File: src/rtl/dpt_pkg.sv
// Shared types and constants for the duotone pixel tint pipeline.
// No dependencies; imported by every module of the block.
`default_nettype none

package dpt_pkg;

	// one color channel and a blue/green/red triple (index 0 blue, 1 green, 2 red)
	typedef logic [7:0] chan_t;
	typedef chan_t [2:0] rgb_t;

	localparam int unsigned CH_BLUE  = 0;
	localparam int unsigned CH_GREEN = 1;
	localparam int unsigned CH_RED   = 2;

	// filter modes; code 7 is unused and behaves as pass-through
	typedef enum logic [2:0] {
		MODE_PASS      = 3'd0,
		MODE_TINT_DROP = 3'd1,
		MODE_TINT_KEEP = 3'd2,
		MODE_CHROMA    = 3'd3,
		MODE_LUMA      = 3'd4,
		MODE_GRAY      = 3'd5,
		MODE_BLEND     = 3'd6
	} mode_t;

	// configuration register indexes
	typedef enum logic [1:0] {
		REG_FILTER_MODE  = 2'd0,
		REG_PIXEL_FORMAT = 2'd1,
		REG_BACKGROUND   = 2'd2,
		REG_FOREGROUND   = 2'd3
	} reg_idx_t;

	localparam int unsigned CFG_DATA_W = 24;

	// register reset values
	localparam logic [CFG_DATA_W-1:0] BG_RESET = 24'h000000;
	localparam logic [CFG_DATA_W-1:0] FG_RESET = 24'hFFFFFF;

	localparam chan_t CHAN_MAX = 8'hFF;

	// luma weights (per mille) and gray weights (percent)
	localparam int unsigned LUMA_KR = 299;
	localparam int unsigned LUMA_KG = 587;
	localparam int unsigned LUMA_KB = 114;
	localparam int unsigned GRAY_KR = 30;
	localparam int unsigned GRAY_KG = 59;
	localparam int unsigned GRAY_KB = 11;

	// divide by constant through reciprocal multiply; exact over the sum ranges used
	localparam int unsigned LUMA_SUM_W   = 18;   // 255 * 1000 fits
	localparam int unsigned LUMA_SHIFT   = 28;
	localparam int unsigned LUMA_RECIP   = 268436; // ceil(2^28 / 1000)
	localparam int unsigned LUMA_PROD_W  = 37;
	localparam int unsigned GRAY_SUM_W   = 15;   // 255 * 100 fits
	localparam int unsigned GRAY_SHIFT   = 22;
	localparam int unsigned GRAY_RECIP   = 41944;  // ceil(2^22 / 100)
	localparam int unsigned GRAY_PROD_W  = 31;
	localparam int unsigned BLEND_SUM_W  = 16;   // 255 * 255 + 127 fits
	localparam int unsigned BLEND_SHIFT  = 24;
	localparam int unsigned BLEND_RECIP  = 65794;  // ceil(2^24 / 255)
	localparam int unsigned BLEND_PROD_W = 33;
	localparam int unsigned BLEND_ROUND  = 127;

	// live configuration seen by the datapath
	typedef struct packed {
		mode_t mode;
		logic  fmt32;
		rgb_t  bk;
		rgb_t  fg;
	} cfg_t;

	// one pixel beat
	typedef struct packed {
		rgb_t  px;
		chan_t alpha;
		logic  last;
	} pix_t;

	// front-end result: pixel plus luma and gray levels
	typedef struct packed {
		pix_t  pix;
		chan_t luma;
		chan_t gray;
	} lum_t;

	// tint-stage result handed to the blend stage
	typedef struct packed {
		rgb_t  src;
		logic  blend_en;
		chan_t alpha;
		chan_t oa;
		logic  last;
	} blend_in_t;

endpackage

`default_nettype wire

File: src/rtl/dpt_cfg.sv
// Configuration register file for the duotone pixel tint block.
// Depends on dpt_pkg.
`default_nettype none

module dpt_cfg
	import dpt_pkg::*;
(
	input  wire logic                  clk,
	input  wire logic                  arst_n,
	input  wire logic                  cfg_valid,
	output logic                       cfg_ready,
	input  wire logic [1:0]            cfg_index,
	input  wire logic [CFG_DATA_W-1:0] cfg_data,
	output cfg_t                       cfg
);

	mode_t mode_q;
	logic  fmt32_q;
	logic [CFG_DATA_W-1:0] bg_q;
	logic [CFG_DATA_W-1:0] fg_q;
	logic wr;

	// always able to take a write beat
	assign cfg_ready = 1'b1;
	assign wr = cfg_valid && cfg_ready;

	always_ff @(posedge clk or negedge arst_n) begin
		if (!arst_n) begin
			mode_q  <= MODE_PASS;
			fmt32_q <= 1'b1;
			bg_q    <= BG_RESET;
			fg_q    <= FG_RESET;
		end else if (wr) begin
			case (reg_idx_t'(cfg_index))
				REG_FILTER_MODE:  mode_q  <= mode_t'(cfg_data[2:0]);
				REG_PIXEL_FORMAT: fmt32_q <= cfg_data[0];
				REG_BACKGROUND:   bg_q    <= cfg_data;
				REG_FOREGROUND:   fg_q    <= cfg_data;
				default: ;
			endcase
		end
	end

	// unpack colors: blue in the top byte, red in the bottom
	always_comb begin
		cfg.mode  = mode_q;
		cfg.fmt32 = fmt32_q;
		cfg.bk[CH_BLUE]  = bg_q[23:16];
		cfg.bk[CH_GREEN] = bg_q[15:8];
		cfg.bk[CH_RED]   = bg_q[7:0];
		cfg.fg[CH_BLUE]  = fg_q[23:16];
		cfg.fg[CH_GREEN] = fg_q[15:8];
		cfg.fg[CH_RED]   = fg_q[7:0];
	end

endmodule

`default_nettype wire

File: src/rtl/dpt_luma.sv
// Front end, stages 1-2: weighted channel sums, then luma and gray levels
// by reciprocal multiply. Depends on dpt_pkg.
`default_nettype none

module dpt_luma
	import dpt_pkg::*;
(
	input  wire logic clk,
	input  wire logic arst_n,
	input  wire logic en,
	input  wire logic valid_in,
	input  wire pix_t pix_in,
	output logic      valid_out,
	output lum_t      lum_out
);

	logic                   v_s1;
	pix_t                   pix_s1;
	logic [LUMA_SUM_W-1:0]  luma_sum_s1;
	logic [GRAY_SUM_W-1:0]  gray_sum_s1;
	logic                   v_s2;
	lum_t                   lum_s2;
	logic [LUMA_SUM_W-1:0]  luma_sum;
	logic [GRAY_SUM_W-1:0]  gray_sum;
	logic [LUMA_PROD_W-1:0] luma_prod;
	logic [GRAY_PROD_W-1:0] gray_prod;

	// weighted sums by constants
	assign luma_sum =
		LUMA_SUM_W'(pix_in.px[CH_RED])   * LUMA_SUM_W'(LUMA_KR) +
		LUMA_SUM_W'(pix_in.px[CH_GREEN]) * LUMA_SUM_W'(LUMA_KG) +
		LUMA_SUM_W'(pix_in.px[CH_BLUE])  * LUMA_SUM_W'(LUMA_KB);
	assign gray_sum =
		GRAY_SUM_W'(pix_in.px[CH_RED])   * GRAY_SUM_W'(GRAY_KR) +
		GRAY_SUM_W'(pix_in.px[CH_GREEN]) * GRAY_SUM_W'(GRAY_KG) +
		GRAY_SUM_W'(pix_in.px[CH_BLUE])  * GRAY_SUM_W'(GRAY_KB);

	// divide by 1000 and by 100
	assign luma_prod = LUMA_PROD_W'(luma_sum_s1) * LUMA_PROD_W'(LUMA_RECIP);
	assign gray_prod = GRAY_PROD_W'(gray_sum_s1) * GRAY_PROD_W'(GRAY_RECIP);

	// valid chain
	always_ff @(posedge clk or negedge arst_n) begin
		if (!arst_n) begin
			v_s1 <= 1'b0;
			v_s2 <= 1'b0;
		end else if (en) begin
			v_s1 <= valid_in;
			v_s2 <= v_s1;
		end
	end

	// payload
	always_ff @(posedge clk) begin
		if (en) begin
			pix_s1       <= pix_in;
			luma_sum_s1  <= luma_sum;
			gray_sum_s1  <= gray_sum;
			lum_s2.pix   <= pix_s1;
			lum_s2.luma  <= luma_prod[LUMA_SHIFT +: 8];
			lum_s2.gray  <= gray_prod[GRAY_SHIFT +: 8];
		end
	end

	assign valid_out = v_s2;
	assign lum_out   = lum_s2;

endmodule

`default_nettype wire

File: src/rtl/dpt_tint.sv
// Tint stages 3-4: per-channel tint and chroma products, then the mode
// select that picks the color fed to the blend. Depends on dpt_pkg.
`default_nettype none

module dpt_tint
	import dpt_pkg::*;
(
	input  wire logic clk,
	input  wire logic arst_n,
	input  wire logic en,
	input  wire cfg_t cfg,
	input  wire logic valid_in,
	input  wire lum_t lum_in,
	output logic      valid_out,
	output blend_in_t bl_out
);

	logic      v_s3;
	lum_t      lum_s3;
	rgb_t      tq_s3;   // low byte of floor(d * (255 - c) / 256)
	rgb_t      ch_s3;   // chroma tint per channel
	logic      v_s4;
	blend_in_t bl_s4;

	logic signed [8:0]  d   [3];
	logic signed [17:0] t   [3];
	logic [15:0]        chs [3];
	chan_t              c   [3];
	chan_t              w   [3];
	rgb_t               tq;
	rgb_t               chq;
	rgb_t               f;
	chan_t              wb;
	logic               tinted;
	logic               keep_a;
	blend_in_t          bl;

	// stage 3: products per channel
	assign wb = CHAN_MAX - lum_in.pix.px[CH_BLUE];
	always_comb begin
		for (int i = 0; i < 3; i++) begin
			c[i] = (cfg.mode == MODE_LUMA) ? lum_in.luma : lum_in.pix.px[i];
			w[i] = CHAN_MAX - c[i];
			d[i] = $signed({1'b0, cfg.fg[i]}) - $signed({1'b0, cfg.bk[i]});
			t[i] = 18'(d[i]) * 18'($signed({1'b0, w[i]}));
			chs[i] = 16'(cfg.bk[i]) * 16'(wb) + 16'(cfg.fg[i]) * 16'(lum_in.pix.px[CH_BLUE]);
			tq[i]  = t[i][15:8];
			chq[i] = chs[i][15:8];
		end
	end

	// stage 4: finish tint and choose the blend source
	always_comb begin
		for (int i = 0; i < 3; i++)
			f[i] = (cfg.mode == MODE_CHROMA) ? ch_s3[i] : cfg.fg[i] - tq_s3[i];
		tinted = 1'b0;
		keep_a = 1'b0;
		bl.src = lum_s3.pix.px;
		case (cfg.mode)
			MODE_TINT_DROP, MODE_CHROMA, MODE_LUMA: begin
				tinted = 1'b1;
				bl.src = f;
			end
			MODE_TINT_KEEP: begin
				tinted = 1'b1;
				keep_a = 1'b1;
				bl.src = f;
			end
			MODE_GRAY: begin
				keep_a = 1'b1;
				bl.src = {lum_s3.gray, lum_s3.gray, lum_s3.gray};
			end
			MODE_BLEND: ;
			default: keep_a = 1'b1;
		endcase
		bl.blend_en = cfg.fmt32 && (tinted || cfg.mode == MODE_BLEND);
		bl.alpha    = lum_s3.pix.alpha;
		bl.oa       = (keep_a && cfg.fmt32) ? lum_s3.pix.alpha : CHAN_MAX;
		bl.last     = lum_s3.pix.last;
	end

	// valid chain
	always_ff @(posedge clk or negedge arst_n) begin
		if (!arst_n) begin
			v_s3 <= 1'b0;
			v_s4 <= 1'b0;
		end else if (en) begin
			v_s3 <= valid_in;
			v_s4 <= v_s3;
		end
	end

	// payload
	always_ff @(posedge clk) begin
		if (en) begin
			lum_s3 <= lum_in;
			tq_s3  <= tq;
			ch_s3  <= chq;
			bl_s4  <= bl;
		end
	end

	assign valid_out = v_s4;
	assign bl_out    = bl_s4;

endmodule

`default_nettype wire

File: src/rtl/dpt_blend.sv
// Blend stages 5-6: rounded alpha blend onto the background, divided by
// 255 through a reciprocal multiply, applied only when blend_en is set;
// stage 6 is the output register. Depends on dpt_pkg.
`default_nettype none

module dpt_blend
	import dpt_pkg::*;
(
	input  wire logic      clk,
	input  wire logic      arst_n,
	input  wire logic      en,
	input  wire cfg_t      cfg,
	input  wire logic      valid_in,
	input  wire blend_in_t bl_in,
	output logic           valid_out,
	output rgb_t           rgb_out,
	output chan_t          alpha_out,
	output logic           last_out
);

	logic      v_s5;
	blend_in_t bl_s5;
	logic [BLEND_SUM_W-1:0] sum_s5 [3];
	logic      v_s6;
	rgb_t      rgb_s6;
	chan_t     oa_s6;
	logic      last_s6;

	logic [BLEND_SUM_W-1:0]  sum  [3];
	logic [BLEND_PROD_W-1:0] prod [3];
	rgb_t                    res;
	chan_t                   na;

	// stage 5: f * a + bk * (255 - a) + 127
	assign na = CHAN_MAX - bl_in.alpha;
	always_comb begin
		for (int i = 0; i < 3; i++)
			sum[i] = BLEND_SUM_W'(bl_in.src[i]) * BLEND_SUM_W'(bl_in.alpha) +
				BLEND_SUM_W'(cfg.bk[i]) * BLEND_SUM_W'(na) +
				BLEND_SUM_W'(BLEND_ROUND);
	end

	// stage 6: divide by 255
	always_comb begin
		for (int i = 0; i < 3; i++) begin
			prod[i] = BLEND_PROD_W'(sum_s5[i]) * BLEND_PROD_W'(BLEND_RECIP);
			res[i]  = bl_s5.blend_en ? prod[i][BLEND_SHIFT +: 8] : bl_s5.src[i];
		end
	end

	// valid chain
	always_ff @(posedge clk or negedge arst_n) begin
		if (!arst_n) begin
			v_s5 <= 1'b0;
			v_s6 <= 1'b0;
		end else if (en) begin
			v_s5 <= valid_in;
			v_s6 <= v_s5;
		end
	end

	// payload
	always_ff @(posedge clk) begin
		if (en) begin
			bl_s5   <= bl_in;
			sum_s5  <= sum;
			rgb_s6  <= res;
			oa_s6   <= bl_s5.oa;
			last_s6 <= bl_s5.last;
		end
	end

	assign valid_out = v_s6;
	assign rgb_out   = rgb_s6;
	assign alpha_out = oa_s6;
	assign last_out  = last_s6;

endmodule

`default_nettype wire

File: src/rtl/duotone_pixel_tint.sv
// Duotone pixel tint: per-pixel color filter on a BGRA stream, one result
// beat for every input beat. Depends on dpt_pkg, dpt_cfg, dpt_luma,
// dpt_tint and dpt_blend.
//
// The block takes one pixel per clock and passes it through six register
// stages: two form the luma and gray levels, two form the tint, and two
// blend onto the background, the divide by 255 landing in the output
// register. Every stage but the fourth holds multiplies; throughput is
// one pixel per cycle for as long as out_stall stays low. When the output
// beat is held, the whole pipeline freezes and in_stall rises in the same
// cycle. Registers must be written through the cfg port only while no
// pixel is in flight; the block itself does not enforce this.
`default_nettype none

module duotone_pixel_tint
	import dpt_pkg::*;
(
	input  wire logic                  clk,
	input  wire logic                  arst_n,
	// configuration
	input  wire logic                  cfg_valid,
	output logic                       cfg_ready,
	input  wire logic [1:0]            cfg_index,
	input  wire logic [CFG_DATA_W-1:0] cfg_data,
	// pixel input
	input  wire logic                  in_valid,
	output logic                       in_stall,
	input  wire logic [7:0]            in_blue,
	input  wire logic [7:0]            in_green,
	input  wire logic [7:0]            in_red,
	input  wire logic [7:0]            in_alpha,
	input  wire logic                  in_last,
	// pixel output
	output logic                       out_valid,
	input  wire logic                  out_stall,
	output logic [7:0]                 out_blue,
	output logic [7:0]                 out_green,
	output logic [7:0]                 out_red,
	output logic [7:0]                 out_alpha,
	output logic                       out_last
);

	cfg_t      cfg;
	pix_t      pix_in;
	logic      en;
	logic      lum_valid;
	lum_t      lum;
	logic      bl_valid;
	blend_in_t bl;
	rgb_t      rgb;

	// advance everything unless the output beat is held
	assign en       = !(out_valid && out_stall);
	assign in_stall = !en;

	always_comb begin
		pix_in.px[CH_BLUE]  = in_blue;
		pix_in.px[CH_GREEN] = in_green;
		pix_in.px[CH_RED]   = in_red;
		pix_in.alpha        = in_alpha;
		pix_in.last         = in_last;
	end

	dpt_cfg u_cfg (
		.clk       (clk),
		.arst_n    (arst_n),
		.cfg_valid (cfg_valid),
		.cfg_ready (cfg_ready),
		.cfg_index (cfg_index),
		.cfg_data  (cfg_data),
		.cfg       (cfg)
	);

	dpt_luma u_luma (
		.clk       (clk),
		.arst_n    (arst_n),
		.en        (en),
		.valid_in  (in_valid),
		.pix_in    (pix_in),
		.valid_out (lum_valid),
		.lum_out   (lum)
	);

	dpt_tint u_tint (
		.clk       (clk),
		.arst_n    (arst_n),
		.en        (en),
		.cfg       (cfg),
		.valid_in  (lum_valid),
		.lum_in    (lum),
		.valid_out (bl_valid),
		.bl_out    (bl)
	);

	dpt_blend u_blend (
		.clk       (clk),
		.arst_n    (arst_n),
		.en        (en),
		.cfg       (cfg),
		.valid_in  (bl_valid),
		.bl_in     (bl),
		.valid_out (out_valid),
		.rgb_out   (rgb),
		.alpha_out (out_alpha),
		.last_out  (out_last)
	);

	assign out_blue  = rgb[CH_BLUE];
	assign out_green = rgb[CH_GREEN];
	assign out_red   = rgb[CH_RED];

endmodule

`default_nettype wire

File: config.mk
export PLATFORM = sky130hd
export DESIGN_NAME = duotone_pixel_tint
export DESIGN_NICKNAME = d
export VERILOG_FILES = /design/src/rtl/dpt_pkg.sv /design/src/rtl/dpt_cfg.sv /design/src/rtl/dpt_luma.sv /design/src/rtl/dpt_tint.sv /design/src/rtl/dpt_blend.sv /design/src/rtl/duotone_pixel_tint.sv
export SDC_FILE = /design/constraint.sdc
export NUM_CORES = 2
export LEC_CHECK = 0
export ABC_CLOCK_PERIOD_IN_PS = 11000
export BUFFER_PORTS_ARGS = -buffer_cell sky130_fd_sc_hd__buf_2
export CORE_MARGIN = 2
export CORE_UTILIZATION = 40
export CTS_CLUSTER_SIZE = 12
export DETAILED_ROUTE_END_ITERATION = 6
export GPL_TIMING_DRIVEN = 1
export PLACE_DENSITY_LB_ADDON = 0.2
export SLEW_MARGIN = 10
export SYNTH_ARGS = -nofsm -noshare
export SYNTH_HDL_FRONTEND = slang
export SYNTH_SLANG_ARGS = --single-unit
export TNS_END_PERCENT = 5
File: constraint.sdc
create_clock -name clk -period 11 [get_ports clk]
set_input_delay 0 -clock clk [delete_from_list [all_inputs] [get_ports clk]]
set_output_delay 0 -clock clk [all_outputs]
set_load 0.01 [all_outputs]
==> reports/metrics.cfg <==
[outcome]
status=finished, final reports clean

[global_route]
grt_pass1_vias=46100
track_usage_pct=19.3
grt-ovfl-total=0
antenna_found_initial=8
grt_pass1_wl_mm=255
grt_max_degree=77

[finish]
final_util_pct=43.6
drive_above_1_share_pct=5.33
layout.nets=8683
multi_input_area_um2=46900
stdcell_area_um2=70900
area_growth_syn_to_layout_pct=8.29
fill_cells=15800
register_area_um2=12300

[worst_setup_path]
r2r_end=u_tint.tq_s3[7]
cp_cell_sequence=ha_1, fa_1, nor2b_1, o21ai_0, a21boi_0, o21ai_0, nor2b_1, xnor2_1, nand2_1, fa_1, fa_1, fa_1, inv_1, fa_1, ha_1, or3b_2, a2111oi_1, nand4_1, a311oi_2, o21ai_1, nand2b_1, a21oi_1, xnor2_1
crit_type=register to register
cp_data_arrival_time_ns=8.20
crit_top_cell=fa_1
r2r_slack_ns=3.21
slowest_stage=dfrtp_1
max_stage_delay_ns=0.60
cp.required_ns=11.41
cp_num_buf_inv=1
r2r_cells=23
timing.rr.start=u_cfg.bg_q[16]
cp_max_fo=17
cp-end-kind=register
critical_path.startpoint_type=register
critPathTopFamily=adder cells

[synthesis]
syn-num-nets=8572
synth_area_um2=65500
synth-async-reset-ratio_pct=13.8
avgSynthCellArea_um2=10.2
synth_cell_types=78
synth_ff_type=edfxtp_1
ys_seq_area_share_pct=18.8
ys_seq_elements=419
ys_warn_count=0
synthCells=6425
synth_edf_count=361

[floorplan]
rows=148
core-area_um2=163000
start_util_pct=40.3
io_pins=100
die_h_um=409
die_area_um2=167000
die_w_um=409

[placed_design]
port_buffers=98
post_dp_cell_area_um2=68400
dp_hpwl_mm=125
gp_congestion=0.868

[sta]
fmax_mhz=128
worst_hold_slack_ns=0.0585
slew_viol_final=0
slew_headroom_pct=33.0
worst_pin_slew_ns=0.993
finClkSkew_ns=0.0216
final-setup-viol-count=0
rsz0062_at_grt=false
fin_crit_ns=7.79
fin_crit_sh_pct=70.8
hold_violations=0
fin_setup_tns_ns=0

[clock_network]
clk_pin_slew_ns=0.06
cts_tree=yes
htreeDepth=2
cts_buffer_depth=3
numCtsBuffers=54
cts_root_buf=clkbuf_16
clk_latency_ns=0.66
clock_sinks=419

[detailed_routing]
wl_mm=156
first_iter_violations=2218
firstDrtPassIters=5
vias=42600
ant_nets=0
vias_per_cell=4.86
wl_per_cell_um=17.8
remaining_drc_errors=0

[hold_path]
hold_depth=2
hold_class=primary input to register
hold_start=in_alpha[3]
min_to=u_luma.pix_s1[4]

[flow_run]
max_cap_viol_count=0

## worst reg2reg max path, stage by stage (launching register included)
cell and delay, ns:
dfrtp_1 0.60, ha_1 0.34, fa_1 0.44, nor2b_1 0.14
o21ai_0 0.10, a21boi_0 0.41, o21ai_0 0.25, nor2b_1 0.19
xnor2_1 0.51, nand2_1 0.16, fa_1 0.57, fa_1 0.45
fa_1 0.55, inv_1 0.05, fa_1 0.45, ha_1 0.31
or3b_2 0.44, a2111oi_1 0.49, nand4_1 0.27, a311oi_2 0.38
o21ai_1 0.11, nand2b_1 0.11, a21oi_1 0.09, xnor2_1 0.12
## worst max-delay path by stage
stage / depth (start not counted) / endpoint / slack (ns) / from
2_1_floorplan: 2 / u_blend.v_s5 / 1.67 / u_blend.valid_out
3_3_place_gp: 23 / u_tint.tq_s3[7] / 3.43 / u_cfg.bg_q[16]
3_5_place_dp: 23 / u_tint.tq_s3[7] / 3.27 / u_cfg.bg_q[16]
4_1_cts: 23 / u_tint.tq_s3[7] / 3.21 / u_cfg.bg_q[16]
5_1_grt: 23 / u_tint.tq_s3[7] / 2.66 / u_cfg.bg_q[16]
6_report: 23 / u_tint.tq_s3[7] / 3.21 / u_cfg.bg_q[16]
## layout by cell type (no fill, tap or decap), drive strengths merged, types with 64 or more instances in the layout
cell type / instances
o21ai: 102
ha: 1071
xor2: 71
nor2: 386
edfxtp: 361
and2: 262
fa: 1012
inv: 1512
dlygate4sd3: 69
mux2: 64
a21oi: 181
buf: 131
nand2: 313
xnor2: 161
nand2b: 227
## cell usage after synthesis, types with 57 or more instances
| master | n | area, µm² |
|---|---|---|
| nand2b_1 | 227 | 1420 |
| nor3_1 | 62 | 310 |
| edfxtp_1 | 361 | 10800 |
| xor2_1 | 71 | 622 |
| nand3_1 | 57 | 285 |
| nor2_1 | 385 | 1450 |
| inv_1 | 1502 | 5640 |
| mux2_2 | 64 | 721 |
| and2_1 | 262 | 1640 |
| fa_1 | 1012 | 20300 |
| ha_1 | 1071 | 13400 |
| o21ai_0 | 98 | 490 |
| nand2_1 | 313 | 1170 |
| clkbuf_1 | 139 | 522 |
| xnor2_1 | 161 | 1410 |
| a21o_1 | 61 | 458 |
| a21oi_1 | 179 | 896 |
## sequential cells by signal, summed over array words and instances, names as in the netlist, 3 cells and up
register and flops:
u_blend.alpha_out 8, u_blend.bl_s5 34, u_blend.rgb_out 24, u_blend.sum_s5 48
u_cfg.bg_q 24, u_cfg.fg_q 24, u_cfg.mode_q 3, u_luma.gray_sum_s1 15
u_luma.lum_out 49, u_luma.luma_sum_s1 18, u_luma.pix_s1 33, u_tint.bl 9
u_tint.bl_out 42, u_tint.ch_s3 24, u_tint.lum_s3 32, u_tint.tq_s3 24
## stage by stage
step | std cells | setup WS (ns)
after floorplan | 6425 | 1.67
after global placement | 8586 | 3.43
after detailed placement | 8586 | 3.27
after CTS | 8756 | 3.21
after global routing | 8757 | 2.66
final | 8760 | 3.21
## logic make-up (layout without fill, tap and decap cells)
group / after synthesis / count (layout) / share of synthesized area [%]
adder cells (fa/ha/maj): 2083 / 2083 / 51.4
buffers and inverters: 1660 / 1816 / 9.55
AND/OR/NAND/NOR: 1457 / 1457 / 11.1
AO/OA/AOI/OAI: 509 / 509 / 4.90
flip-flops: 419 / 419 / 18.8
XOR/XNOR: 232 / 232 / 3.10
multiplexers: 64 / 64 / 1.10
other: 1 / 5 / 0.00573
## repair_timing
item	in CTS	in global routing
hold buffers	69	0
hold endpoints to repair	125	0
buffers inserted	0	0
gates resized for setup	0	0
## metal layers
metal | track usage, % | vias to the layer above | share of wire (%)
met4 | 4.31 | 4 | 2.2
met2 | 32.4 | 665 | 47
met1 | 27.0 | 21400 | 47
met5 | 0 | - | 0.018
li1 | - | 20400 | -
met3 | 1.78 | 164 | 3.2
## layout make-up
cell class	count	share of cell area, %
sequential	419	17.4
clock inverter	39	0.595
timing repair buffer	200	2.01
antenna	4	0.0141
tap	2175	3.84
multi-input combinational	4346	66.2
clock buffer	62	1.98
inverter	1515	8.02
Power is left out: the tool's default activity adds up to more than one toggle a clock period on the data nets, which glitch-free logic cannot reach.
